File: src/design/mct_pkg.sv
// Shared types, character constants and register indexes for the markup tokenizer.
package mct_pkg;

  // Token kinds as they leave the block.
  typedef enum logic [2:0] {
    KIND_TEXT    = 3'd0,
    KIND_NUM     = 3'd1,
    KIND_SPACE   = 3'd2,
    KIND_SYM     = 3'd3,
    KIND_NEWLINE = 3'd4,
    KIND_END     = 3'd5
  } kind_t;

  // Character classes; escape never leaves the block as a kind.
  typedef enum logic [2:0] {
    CLS_TEXT    = 3'd0,
    CLS_NUM     = 3'd1,
    CLS_SPACE   = 3'd2,
    CLS_SYM     = 3'd3,
    CLS_NEWLINE = 3'd4,
    CLS_ESC     = 3'd6
  } char_class_t;

  localparam logic [7:0] CHAR_SPACE  = 8'h20;
  localparam logic [7:0] CHAR_NL     = 8'h0A;
  localparam logic [7:0] CHAR_BSLASH = 8'h5C;
  localparam logic [7:0] CHAR_N      = 8'h6E;
  localparam logic [7:0] CHAR_DOT    = 8'h2E;
  localparam logic [7:0] CHAR_ZERO   = 8'h30;
  localparam logic [7:0] CHAR_NINE   = 8'h39;

  localparam int         VALUE_BITS = 31;
  localparam logic [30:0] VALUE_MAX = 31'h7FFF_FFFF;

  // Configuration register indexes.
  localparam int         CFG_INDEX_BITS = 3;
  localparam logic [2:0] REG_SYMBOL_MAP_0 = 3'd0;
  localparam logic [2:0] REG_SYMBOL_MAP_1 = 3'd1;
  localparam logic [2:0] REG_SYMBOL_MAP_2 = 3'd2;
  localparam logic [2:0] REG_SYMBOL_MAP_3 = 3'd3;

  // Output queue sizing.
  localparam int QUEUE_DEPTH    = 8;
  localparam int QUEUE_PTR_BITS = $clog2(QUEUE_DEPTH);
  localparam int LEVEL_BITS     = QUEUE_PTR_BITS + 1;
  localparam int MAX_PUSH       = 2;

  typedef struct packed {
    logic [7:0] in_byte;
    logic       is_end;
  } in_item_t;

  typedef struct packed {
    kind_t       kind;
    logic [7:0]  out_char;
    logic        token_first;
    logic        token_last;
    logic [15:0] run_count;
    logic [30:0] number_value;
    logic        run_last;
  } token_t;

  typedef struct packed {
    logic [CFG_INDEX_BITS-1:0] index;
    logic [63:0]               value;
  } cfg_item_t;

  // Up to two tokens produced by one input transaction; b only with a.
  typedef struct packed {
    logic   a_valid;
    logic   b_valid;
    token_t a;
    token_t b;
  } push_t;

endpackage

File: src/design/mct_stream_if.sv
// Valid/ready channel interface with a typed payload.
interface mct_stream_if #(
  parameter type payload_t = logic
);
  logic     valid;
  logic     ready;
  payload_t data;

  modport source (output valid, output data, input ready);
  modport sink   (input valid, input data, output ready);
endinterface

File: src/design/mct_token_core.sv
// Tokenizer state, symbol map and per-character next-state logic.
module mct_token_core #(
  parameter int COUNT_BITS = 16
) (
  input  logic               clk,
  input  logic               rst,
  input  logic               item_valid,
  input  mct_pkg::in_item_t  item,
  input  logic               cfg_wr,
  input  mct_pkg::cfg_item_t cfg_item,
  output mct_pkg::push_t     push
);
  import mct_pkg::*;

  typedef struct packed {
    logic [7:0]            ch;
    kind_t                 kind;
    logic                  valid;
    logic                  first;
    logic                  dot;
    logic [COUNT_BITS-1:0] count;
    logic [30:0]           value;
  } held_t;

  logic [3:0][63:0] symbol_map;
  held_t            held, held_next, e;
  logic             esc, esc_next;
  logic             done, cont, dot_step;
  char_class_t      cls;
  logic [7:0]       c;
  push_t            res;

  function automatic logic is_digit(logic [7:0] ch);
    return (ch >= CHAR_ZERO) && (ch <= CHAR_NINE);
  endfunction

  function automatic kind_t cls_kind(char_class_t k);
    kind_t r;
    unique case (k)
      CLS_NUM:     r = KIND_NUM;
      CLS_SPACE:   r = KIND_SPACE;
      CLS_SYM:     r = KIND_SYM;
      CLS_NEWLINE: r = KIND_NEWLINE;
      default:     r = KIND_TEXT;
    endcase
    return r;
  endfunction

  function automatic held_t start_held(logic [7:0] ch, kind_t k);
    held_t h;
    h.ch    = ch;
    h.kind  = k;
    h.valid = 1'b1;
    h.first = 1'b1;
    h.dot   = 1'b0;
    h.count = COUNT_BITS'(1);
    h.value = (k == KIND_NUM) ? 31'(ch[3:0]) : '0;
    return h;
  endfunction

  function automatic token_t emit_held(held_t h, logic last);
    token_t t;
    t.kind         = h.kind;
    t.out_char     = h.ch;
    t.token_first  = h.first;
    t.token_last   = last;
    t.run_count    = 16'(h.count);
    t.number_value = (h.kind == KIND_NUM) ? h.value : '0;
    t.run_last     = 1'b0;
    return t;
  endfunction

  function automatic token_t end_token();
    token_t t;
    t              = '0;
    t.kind         = KIND_END;
    t.token_first  = 1'b1;
    t.token_last   = 1'b1;
    t.run_last     = 1'b1;
    return t;
  endfunction

  // value*10 + digit, clamped to the 31-bit maximum
  function automatic logic [30:0] value_step(logic [30:0] v, logic [7:0] ch);
    logic [34:0] p;
    p = ({4'b0, v} << 3) + ({4'b0, v} << 1) + 35'(ch[3:0]);
    return (|p[34:31]) ? VALUE_MAX : p[30:0];
  endfunction

  assign c = item.in_byte;

  // Priority: symbol map, digit, space, newline, backslash, text.
  always_comb begin
    if (symbol_map[c[7:6]][c[5:0]])  cls = CLS_SYM;
    else if (is_digit(c))            cls = CLS_NUM;
    else if (c == CHAR_SPACE)        cls = CLS_SPACE;
    else if (c == CHAR_NL)           cls = CLS_NEWLINE;
    else if (c == CHAR_BSLASH)       cls = CLS_ESC;
    else                             cls = CLS_TEXT;
  end

  always_comb begin
    held_next = held;
    esc_next  = esc;
    res       = '0;
    e         = held;
    done      = 1'b0;
    cont      = 1'b0;
    dot_step  = 1'b0;
    if (item_valid) begin
      if (item.is_end) begin
        // flush a pending backslash or the held character, then the end token
        if (esc) begin
          res.a       = emit_held(start_held(CHAR_BSLASH, KIND_TEXT), 1'b1);
          res.a_valid = 1'b1;
        end else if (held.valid) begin
          res.a       = emit_held(held, 1'b1);
          res.a_valid = 1'b1;
        end
        if (res.a_valid) begin
          res.b       = end_token();
          res.b_valid = 1'b1;
        end else begin
          res.a       = end_token();
          res.a_valid = 1'b1;
        end
        held_next = '0;
        esc_next  = 1'b0;
      end else begin
        if (esc) begin
          esc_next = 1'b0;
          if (cls == CLS_SYM || c == CHAR_DOT || c == CHAR_BSLASH) begin
            held_next = start_held(c, KIND_TEXT);
            done      = 1'b1;
          end else if (c == CHAR_N) begin
            held_next = start_held(CHAR_NL, KIND_TEXT);
            done      = 1'b1;
          end else begin
            // backslash stands for itself and this char is handled as usual
            e = start_held(CHAR_BSLASH, KIND_TEXT);
          end
        end
        if (!done) begin
          if (e.valid) begin
            case (e.kind) inside
              KIND_TEXT: cont = (cls == CLS_TEXT);
              KIND_NUM: begin
                if (!e.dot) begin
                  if (is_digit(c)) begin
                    cont = 1'b1;
                  end else if (c == CHAR_DOT) begin
                    cont     = 1'b1;
                    dot_step = 1'b1;
                  end
                end
              end
              KIND_SPACE, KIND_SYM: cont = (c == e.ch);
              default: cont = 1'b0;
            endcase
            res.a          = emit_held(e, !cont);
            res.a.run_last = 1'b1;
            res.a_valid    = 1'b1;
            if (cont) begin
              held_next       = e;
              held_next.ch    = c;
              held_next.first = 1'b0;
              if (!(&e.count)) held_next.count = e.count + COUNT_BITS'(1);
              if (e.kind == KIND_NUM) begin
                if (dot_step) held_next.dot   = 1'b1;
                else          held_next.value = value_step(e.value, c);
              end
            end
          end
          if (!(e.valid && cont)) begin
            if (cls == CLS_ESC) begin
              held_next.valid = 1'b0;
              esc_next        = 1'b1;
            end else begin
              held_next = start_held(c, cls_kind(cls));
            end
          end
        end
      end
    end
  end

  assign push = res;

  always_ff @(posedge clk) begin
    if (rst) begin
      held <= '0;
      esc  <= 1'b0;
    end else begin
      held <= held_next;
      esc  <= esc_next;
    end
  end

  always_ff @(posedge clk) begin
    if (rst) begin
      symbol_map <= '0;
    end else if (cfg_wr) begin
      unique case (cfg_item.index)
        REG_SYMBOL_MAP_0: symbol_map[0] <= cfg_item.value;
        REG_SYMBOL_MAP_1: symbol_map[1] <= cfg_item.value;
        REG_SYMBOL_MAP_2: symbol_map[2] <= cfg_item.value;
        REG_SYMBOL_MAP_3: symbol_map[3] <= cfg_item.value;
        default: ;
      endcase
    end
  end

endmodule

File: src/design/mct_out_queue.sv
// Eight-entry token queue taking up to two tokens per cycle, giving one.
module mct_out_queue (
  input  logic                          clk,
  input  logic                          rst,
  input  mct_pkg::push_t                push,
  output logic                          out_valid,
  input  logic                          out_ready,
  output mct_pkg::token_t               out_data,
  output logic [mct_pkg::LEVEL_BITS-1:0] level
);
  import mct_pkg::*;

  token_t                    entries [QUEUE_DEPTH];
  logic [QUEUE_PTR_BITS-1:0] rd_ptr, wr_ptr;
  logic [LEVEL_BITS-1:0]     push_n;
  logic                      pop;

  assign out_valid = (level != '0);
  assign out_data  = entries[rd_ptr];
  assign pop       = out_valid && out_ready;
  assign push_n    = LEVEL_BITS'(push.a_valid) + LEVEL_BITS'(push.b_valid);

  always_ff @(posedge clk) begin
    if (push.a_valid) entries[wr_ptr] <= push.a;
    if (push.b_valid) entries[wr_ptr + QUEUE_PTR_BITS'(1)] <= push.b;
  end

  always_ff @(posedge clk) begin
    if (rst) begin
      rd_ptr <= '0;
      wr_ptr <= '0;
      level  <= '0;
    end else begin
      wr_ptr <= wr_ptr + push_n[QUEUE_PTR_BITS-1:0];
      if (pop) rd_ptr <= rd_ptr + QUEUE_PTR_BITS'(1);
      level  <= level + push_n - LEVEL_BITS'(pop);
    end
  end

endmodule

File: src/design/markup_char_tokenizer.sv
// Top level of the markup character tokenizer: input register, core, token queue.
//
//   channel  dir  payload                                   transaction
//   chars    in   in_byte, is_end                           one character or end mark
//   tokens   out  kind, out_char, first/last, counts, last  one token character
//   cfg      in   index, value (64 bit)                     one symbol map word
//
// One character transaction is taken every cycle while chars.ready is high. It is
// held in the input register, where the core classifies it and updates the token
// state; its tokens enter the 8-entry queue at the next edge. An end mark gives
// up to two tokens, drained one per cycle from the queue while tokens.ready is high.
// chars.ready drops only while the queue is within reach of filling; tokens
// stalls never reach the core directly. cfg is always ready.
// rst is synchronous: token state, symbol map and queue are cleared.
module markup_char_tokenizer #(
  parameter int COUNT_BITS = 16
) (
  input logic         clk,
  input logic         rst,
  mct_stream_if.sink   chars,
  mct_stream_if.source tokens,
  mct_stream_if.sink   cfg
);
  import mct_pkg::*;

  // input register
  logic     stage_valid;
  in_item_t stage_item;

  push_t                 push;
  logic [LEVEL_BITS-1:0] level;
  logic [LEVEL_BITS:0]   reserved;
  logic                  accept;

  // Room is reserved for the item in the input register and the one arriving.
  assign reserved    = {1'b0, level} + (stage_valid ? (LEVEL_BITS+1)'(MAX_PUSH) : '0);
  assign chars.ready = reserved <= (LEVEL_BITS+1)'(QUEUE_DEPTH - MAX_PUSH);
  assign accept      = chars.valid && chars.ready;
  assign cfg.ready   = 1'b1;

  always_ff @(posedge clk) begin
    if (rst) begin
      stage_valid <= 1'b0;
    end else begin
      stage_valid <= accept;
    end
  end

  always_ff @(posedge clk) begin
    if (accept) stage_item <= chars.data;
  end

  mct_token_core #(
    .COUNT_BITS (COUNT_BITS)
  ) u_core (
    .clk        (clk),
    .rst        (rst),
    .item_valid (stage_valid),
    .item       (stage_item),
    .cfg_wr     (cfg.valid && cfg.ready),
    .cfg_item   (cfg.data),
    .push       (push)
  );

  mct_out_queue u_queue (
    .clk       (clk),
    .rst       (rst),
    .push      (push),
    .out_valid (tokens.valid),
    .out_ready (tokens.ready),
    .out_data  (tokens.data),
    .level     (level)
  );

`ifndef SYNTHESIS
  // queue never overflows
  a_no_overflow: assert property (@(posedge clk) disable iff (rst)
    level <= LEVEL_BITS'(QUEUE_DEPTH))
    else $error("token queue overflow");

  // an end mark in the input register always leaves its end token queued
  a_end_queued: assert property (@(posedge clk) disable iff (rst)
    stage_valid && stage_item.is_end |=> level != '0)
    else $error("end token not queued");

  // a second token only ever comes with a first one
  a_push_order: assert property (@(posedge clk) disable iff (rst)
    push.b_valid |-> push.a_valid && stage_valid)
    else $error("second token without first");
`endif

endmodule

File: src/flat_wrapper.sv
// flat-port wrapper written by rule: the top's interface ports become plain ports
module markup_char_tokenizer_flat import mct_pkg::*;
#(
  parameter int COUNT_BITS = 16
)
  (clk, rst, chars_valid, chars_data, chars_ready, tokens_valid, tokens_data, tokens_ready, cfg_valid, cfg_data, cfg_ready);
  mct_stream_if #(.payload_t(in_item_t)) chars_i ();
  mct_stream_if #(.payload_t(token_t)) tokens_i ();
  mct_stream_if #(.payload_t(cfg_item_t)) cfg_i ();
  input logic clk;
  input logic rst;
  input wire logic [$bits(chars_i.valid)-1:0] chars_valid;
  input wire logic [$bits(chars_i.data)-1:0] chars_data;
  output wire logic [$bits(chars_i.ready)-1:0] chars_ready;
  output wire logic [$bits(tokens_i.valid)-1:0] tokens_valid;
  output wire logic [$bits(tokens_i.data)-1:0] tokens_data;
  input wire logic [$bits(tokens_i.ready)-1:0] tokens_ready;
  input wire logic [$bits(cfg_i.valid)-1:0] cfg_valid;
  input wire logic [$bits(cfg_i.data)-1:0] cfg_data;
  output wire logic [$bits(cfg_i.ready)-1:0] cfg_ready;
  assign chars_i.valid = chars_valid;
  assign chars_i.data = chars_data;
  assign chars_ready = chars_i.ready;
  assign tokens_valid = tokens_i.valid;
  assign tokens_data = tokens_i.data;
  assign tokens_i.ready = tokens_ready;
  assign cfg_i.valid = cfg_valid;
  assign cfg_i.data = cfg_data;
  assign cfg_ready = cfg_i.ready;
  markup_char_tokenizer #(.COUNT_BITS(COUNT_BITS)) u_core (.clk(clk), .rst(rst), .chars(chars_i), .tokens(tokens_i), .cfg(cfg_i));
endmodule
File: config.mk
export PLATFORM = sky130hd
export DESIGN_NAME = markup_char_tokenizer_flat
export DESIGN_NICKNAME = d
export VERILOG_FILES = /design/src/design/mct_pkg.sv /design/src/design/mct_stream_if.sv /design/src/design/mct_token_core.sv /design/src/design/mct_out_queue.sv /design/src/design/markup_char_tokenizer.sv /design/src/flat_wrapper.sv
export SDC_FILE = /design/constraint.sdc
export NUM_CORES = 2
export LEC_CHECK = 0
export BUFFER_PORTS_ARGS = -buffer_cell sky130_fd_sc_hd__buf_2
export CAP_MARGIN = 10
export CELL_PAD_IN_SITES_DETAIL_PLACEMENT = 1
export CELL_PAD_IN_SITES_GLOBAL_PLACEMENT = 1
export CORE_MARGIN = 2
export CORE_UTILIZATION = 23
export CTS_BUF_LIST = sky130_fd_sc_hd__clkbuf_8
export DETAILED_ROUTE_END_ITERATION = 7
export PLACE_DENSITY_LB_ADDON = 0.1
export SYNTH_ARGS = -nofsm -noshare
export SYNTH_HDL_FRONTEND = slang
export SYNTH_SLANG_ARGS = --single-unit
File: constraint.sdc
create_clock -name clk -period 6.8 [get_ports clk]
set_input_delay 0.68 -clock clk [delete_from_list [all_inputs] [get_ports clk]]
set_output_delay 0.68 -clock clk [all_outputs]
set_load 0.03 [all_outputs]
==> results_tabular.tex <==
\begin{tabular}{lr}
\hline
Metric & Value \\
\hline
\multicolumn{2}{l}{\textbf{STA}} \\
Slew headroom & 24.47\% \\
Unrepaired setup endpoints after global routing & no \\
Fin. max-slew vios & 0 \\
Final-layout setup total negative slack & 0 ns \\
Share of the cycle needed by the critical path after routing & 94.69\% \\
Final number of hold-violating endpoints & 0 \\
Setup-violating endpoint count in the final report & 0 \\
F\_max & 155.3 MHz \\
Worst Skew & 0.06214 ns \\
Slew at the pin closest to its max-slew limit & 1.133 ns \\
Min cycle time layout & 6.439 ns \\
\multicolumn{2}{l}{\textbf{Power}} \\
Proportion of power drawn by the clock network & 42.3\% \\
Combinational group share of total power & 14.1\% \\
Max VDD drop & 0.2172 mV \\
Net switching power & 3.557 mW \\
Register share of total power & 43.6\% \\
Total power & 11.75 mW \\
Cell-internal power & 8.198 mW \\
Power per cell area & 264.6 nW/um\^{}2 \\
Switching power share of the total & 30.26\% \\
P\_leak & 15.71 nW \\
\multicolumn{2}{l}{\textbf{Synth}} \\
Distinct cell type count of the synthesized netlist & 89 \\
EDFF count, synth & 49 \\
Most common flop cell mapped by yosys & dfxtp\_1 \\
Async set-or-reset flop fraction in the synthesized netlist & 0\% \\
Register area share after synthesis & 45.33\% \\
Synthesis-stage register bit count & 829 \\
Synthesized net count & 4271 \\
Post-Syn Area per Cell & 9.169 um\^{}2 \\
Synthesis Warnings & 0 \\
Post-Synthesis Cell Area & 37690 um\^{}2 \\
Gate count after technology mapping & 4111 \\
\multicolumn{2}{l}{\textbf{Detailed routing}} \\
Total via count after detailed routing & 31364 \\
Remaining design rule violation count & 0 \\
Drt initial violations & 1689 \\
Ratio of routed vias to standard cells & 4.801 \\
Final Routed Wirelength & 149.6 mm \\
Remaining number of nets flagged by the antenna check after routing & 0 \\
Pre-Repair DR Iteration Count & 5 \\
Routed WL per cell & 22.90 um \\
\multicolumn{2}{l}{\textbf{Place}} \\
Routability-driven placement congestion ratio & 0.7502 \\
Estimated wirelength of the detail-placed design & 88.95 mm \\
Port Buffers & 143 \\
Instance count after placement with tap cells included & 6166 \\
\multicolumn{2}{l}{\textbf{Layout}} \\
Top library cells by usage in the layout, fill and taps aside & dfxtp\_1 (777), nand2\_1 (681), nand3\_1 (475) \\
Area Growth Syn to Fin & 17.84\% \\
Final net count & 4392 \\
Proportion of layout cells with a drive suffix above 1 & 16.79\% \\
Leading cell type in the layout, fill and taps excluded & dfxtp\_1 \\
Count of filler cells inserted in the layout & 18710 \\
Storage cell area & 17100 um\^{}2 \\
Post-route non-filler standard cell count & 6533 \\
Area taken by multi-input logic gates & 18990 um\^{}2 \\
\multicolumn{2}{l}{\textbf{Global route}} \\
First-pass GRT wire length & 224.1 mm \\
Final global-route overflow total & 0 \\
Initial antenna violation count & 10 \\
Largest net degree at the start of global routing & 182 \\
Via count of the first global-routing pass & 33056 \\
Global Route Usage Sum & 17.76\% \\
\multicolumn{2}{l}{\textbf{Worst setup path}} \\
Endpoint class of the critical path & flop \\
Crit-path max FO & 25 \\
Required @ worst endpoint & 7.58 ns \\
CP startpoint kind & flop \\
Arrival time of data at the critical path endpoint & 7.22 ns \\
Classification of the worst setup path & reg -> reg \\
Minimum setup slack among reg-to-reg paths & 0.36 ns \\
\multicolumn{2}{l}{\textbf{CTS}} \\
Number of buffers on the longest clock path & 3 \\
Number of buffers created by CTS & 165 \\
Clock insertion delay at the later pin of the skew report & 0.93 ns \\
Clock Tree Root & clkbuf\_8 \\
H-tree levels & 4 \\
Clock Pin Slew Worst Setup and Hold Paths & 0.06 ns \\
TritonCTS clock tree & done \\
Clock Sink Count & 829 \\
\multicolumn{2}{l}{\textbf{Status}} \\
Run status & finished clean \\
\multicolumn{2}{l}{\textbf{Floorplan}} \\
Number of primary I/O pins & 145 \\
Initial cell density of the core & 23.16\% \\
Cell Rows & 148 \\
Core area & 162800 um\^{}2 \\
Overall die height & 408.8 um \\
Area of the die & 167100 um\^{}2 \\
Horiz. Die Dim & 408.8 um \\
\multicolumn{2}{l}{\textbf{Job}} \\
Number of max-cap violations & 0 \\
\multicolumn{2}{l}{\textbf{Hold path}} \\
Type of the tightest min-delay check & in -> reg \\
\hline
\end{tabular}
[registers in the layout (all words and copies together) (netlist names), named ones only]
signal / cells
u_core.u_core.held: 61
u_core.u_queue.rd_ptr: 3
u_core.u_queue.entries: 488
u_core.u_queue.wr_ptr: 3
u_core.u_core.esc: 1
u_core.stage_valid: 1
u_core.u_queue.level: 4
u_core.stage_item: 9
u_core.u_core.symbol_map: 256
[timing repair]
item,4_1_cts,5_1_grt
endpoints found under the hold margin,223,0
endpoints found under the setup margin,0,28
hold buffers,67,0
gates resized for setup,0,9
buffers inserted,0,4
[metal layers]
layer	vias up	wire length, um	global-route usage [%]
met4	8	3531	5.236
met2	440	69930	29.17
met5	-	47	0
li1	15042	-	-
met1	15646	71840	23.96
met3	228	4244	2.694
[cell type report]
type,instances,share of cell area (%)
Sequential cell,829,38.49
Antenna cell,4,0.02254
Inverter,41,0.3465
Clock buffer,190,5.888
Clock inverter,99,1.132
Timing Repair Buffer,300,5.240
Multi-Input combinational cell,2895,42.75
Tap cell,2175,6.127
[cell usage after synthesis, drive strengths merged, types with 6 or more instances]
master	number	share of area (%)
dfxtp	780	41
nand2	688	6.9
o21ai	541	7.2
nand3	481	6.4
a21oi	329	4.4
clkbuf	233	2.3
mux4	156	9.3
buf	113	2.0
nor2	80	0.82
ha	75	2.5
mux2i	65	1.7
mux2	62	1.9
and2	59	0.98
edfxtp	49	3.9
inv	40	0.40
a22oi	32	0.64
xnor2	23	0.53
nor3	21	0.29
xor2	19	0.44
nand4	18	0.32
nor2b	18	0.30
a21o	17	0.34
o221ai	16	0.37
a2bb2oi	14	0.33
nand2b	13	0.22
o2111ai	11	0.60
a211oi	9	0.23
a31oi	9	0.15
o21a	9	0.18
and3	8	0.15
a22o	7	0.16
o211ai	7	0.14
or2	7	0.12
or3	7	0.12
or4	7	0.14
nor4	6	0.10
o22ai	6	0.12
[worst paths after layout]
| path | endpoint | from | depth (start not counted) |
|---|---|---|---|
| max reg2reg | u_core.u_core.held[1] | u_core.stage_item[1] | 24 |
| min reg2reg | u_core.u_core.symbol_map[218] | u_core.u_core.symbol_map[218] | 2 |
| min | u_core.u_core.symbol_map[54] | cfg_data[54] | 3 |
| max | u_core.u_core.held[1] | u_core.stage_item[1] | 24 |
[cells by family after synthesis]
kind of cell / Yosys count / synth area share [%]
buf+inv: 387 / 4.727
other cells: 1 / 0.009949
flops: 829 / 45.33
compound gates: 1067 / 16.31
mux: 283 / 12.90
fa+ha+maj: 79 / 2.702
simple gates: 1423 / 17.05
xor+xnor: 42 / 0.9759
[power groups by stage]
stage               registers (mW)  logic (mW)  clock network [mW]
floorplan                     5.12        1.15                   0
global placement              5.24        1.64                   0
detailed placement            5.24        1.64                   0
CTS                           5.14        1.67                5.18
global route                  5.15        1.80                5.42
finish                        5.13        1.65                4.97
[worst max-delay path, cell delays in order (launching register included)]
cell       delay, ns
edfxtp_1        0.42
buf_4           0.17
clkbuf_16       0.18
mux4_2          0.50
mux4_2          0.55
a22o_1          0.32
inv_1           0.10
nand4_2         0.12
a21o_2          0.31
and2_1          0.21
fa_1            0.53
inv_1           0.06
fa_1            0.40
nor2b_1         0.17
o31a_1          0.19
o2111ai_1       0.15
nand2_1         0.23
nand3_1         0.18
a31oi_1         0.23
xor2_1          0.12
or4_1           0.45
buf_6           0.22
o221a_2         0.26
o221ai_1        0.17
nand2_1         0.07
[per-stage QoR]
stage               setup WS [ns]  instance area (um^2)  utilization (%)  hold slack (ns)
detailed placement         0.1958                 40470            24.87           0.4472
global route              0.03565                 44410            27.29          0.03744
floorplan                  0.5007                 37690                -           0.4331
finish                     0.3610                 44420            27.29           0.1038
global placement           0.3001                 40470            24.87           0.4414
CTS                        0.1480                 44260            27.19         0.001887
Power figures use the tool's default switching activity.
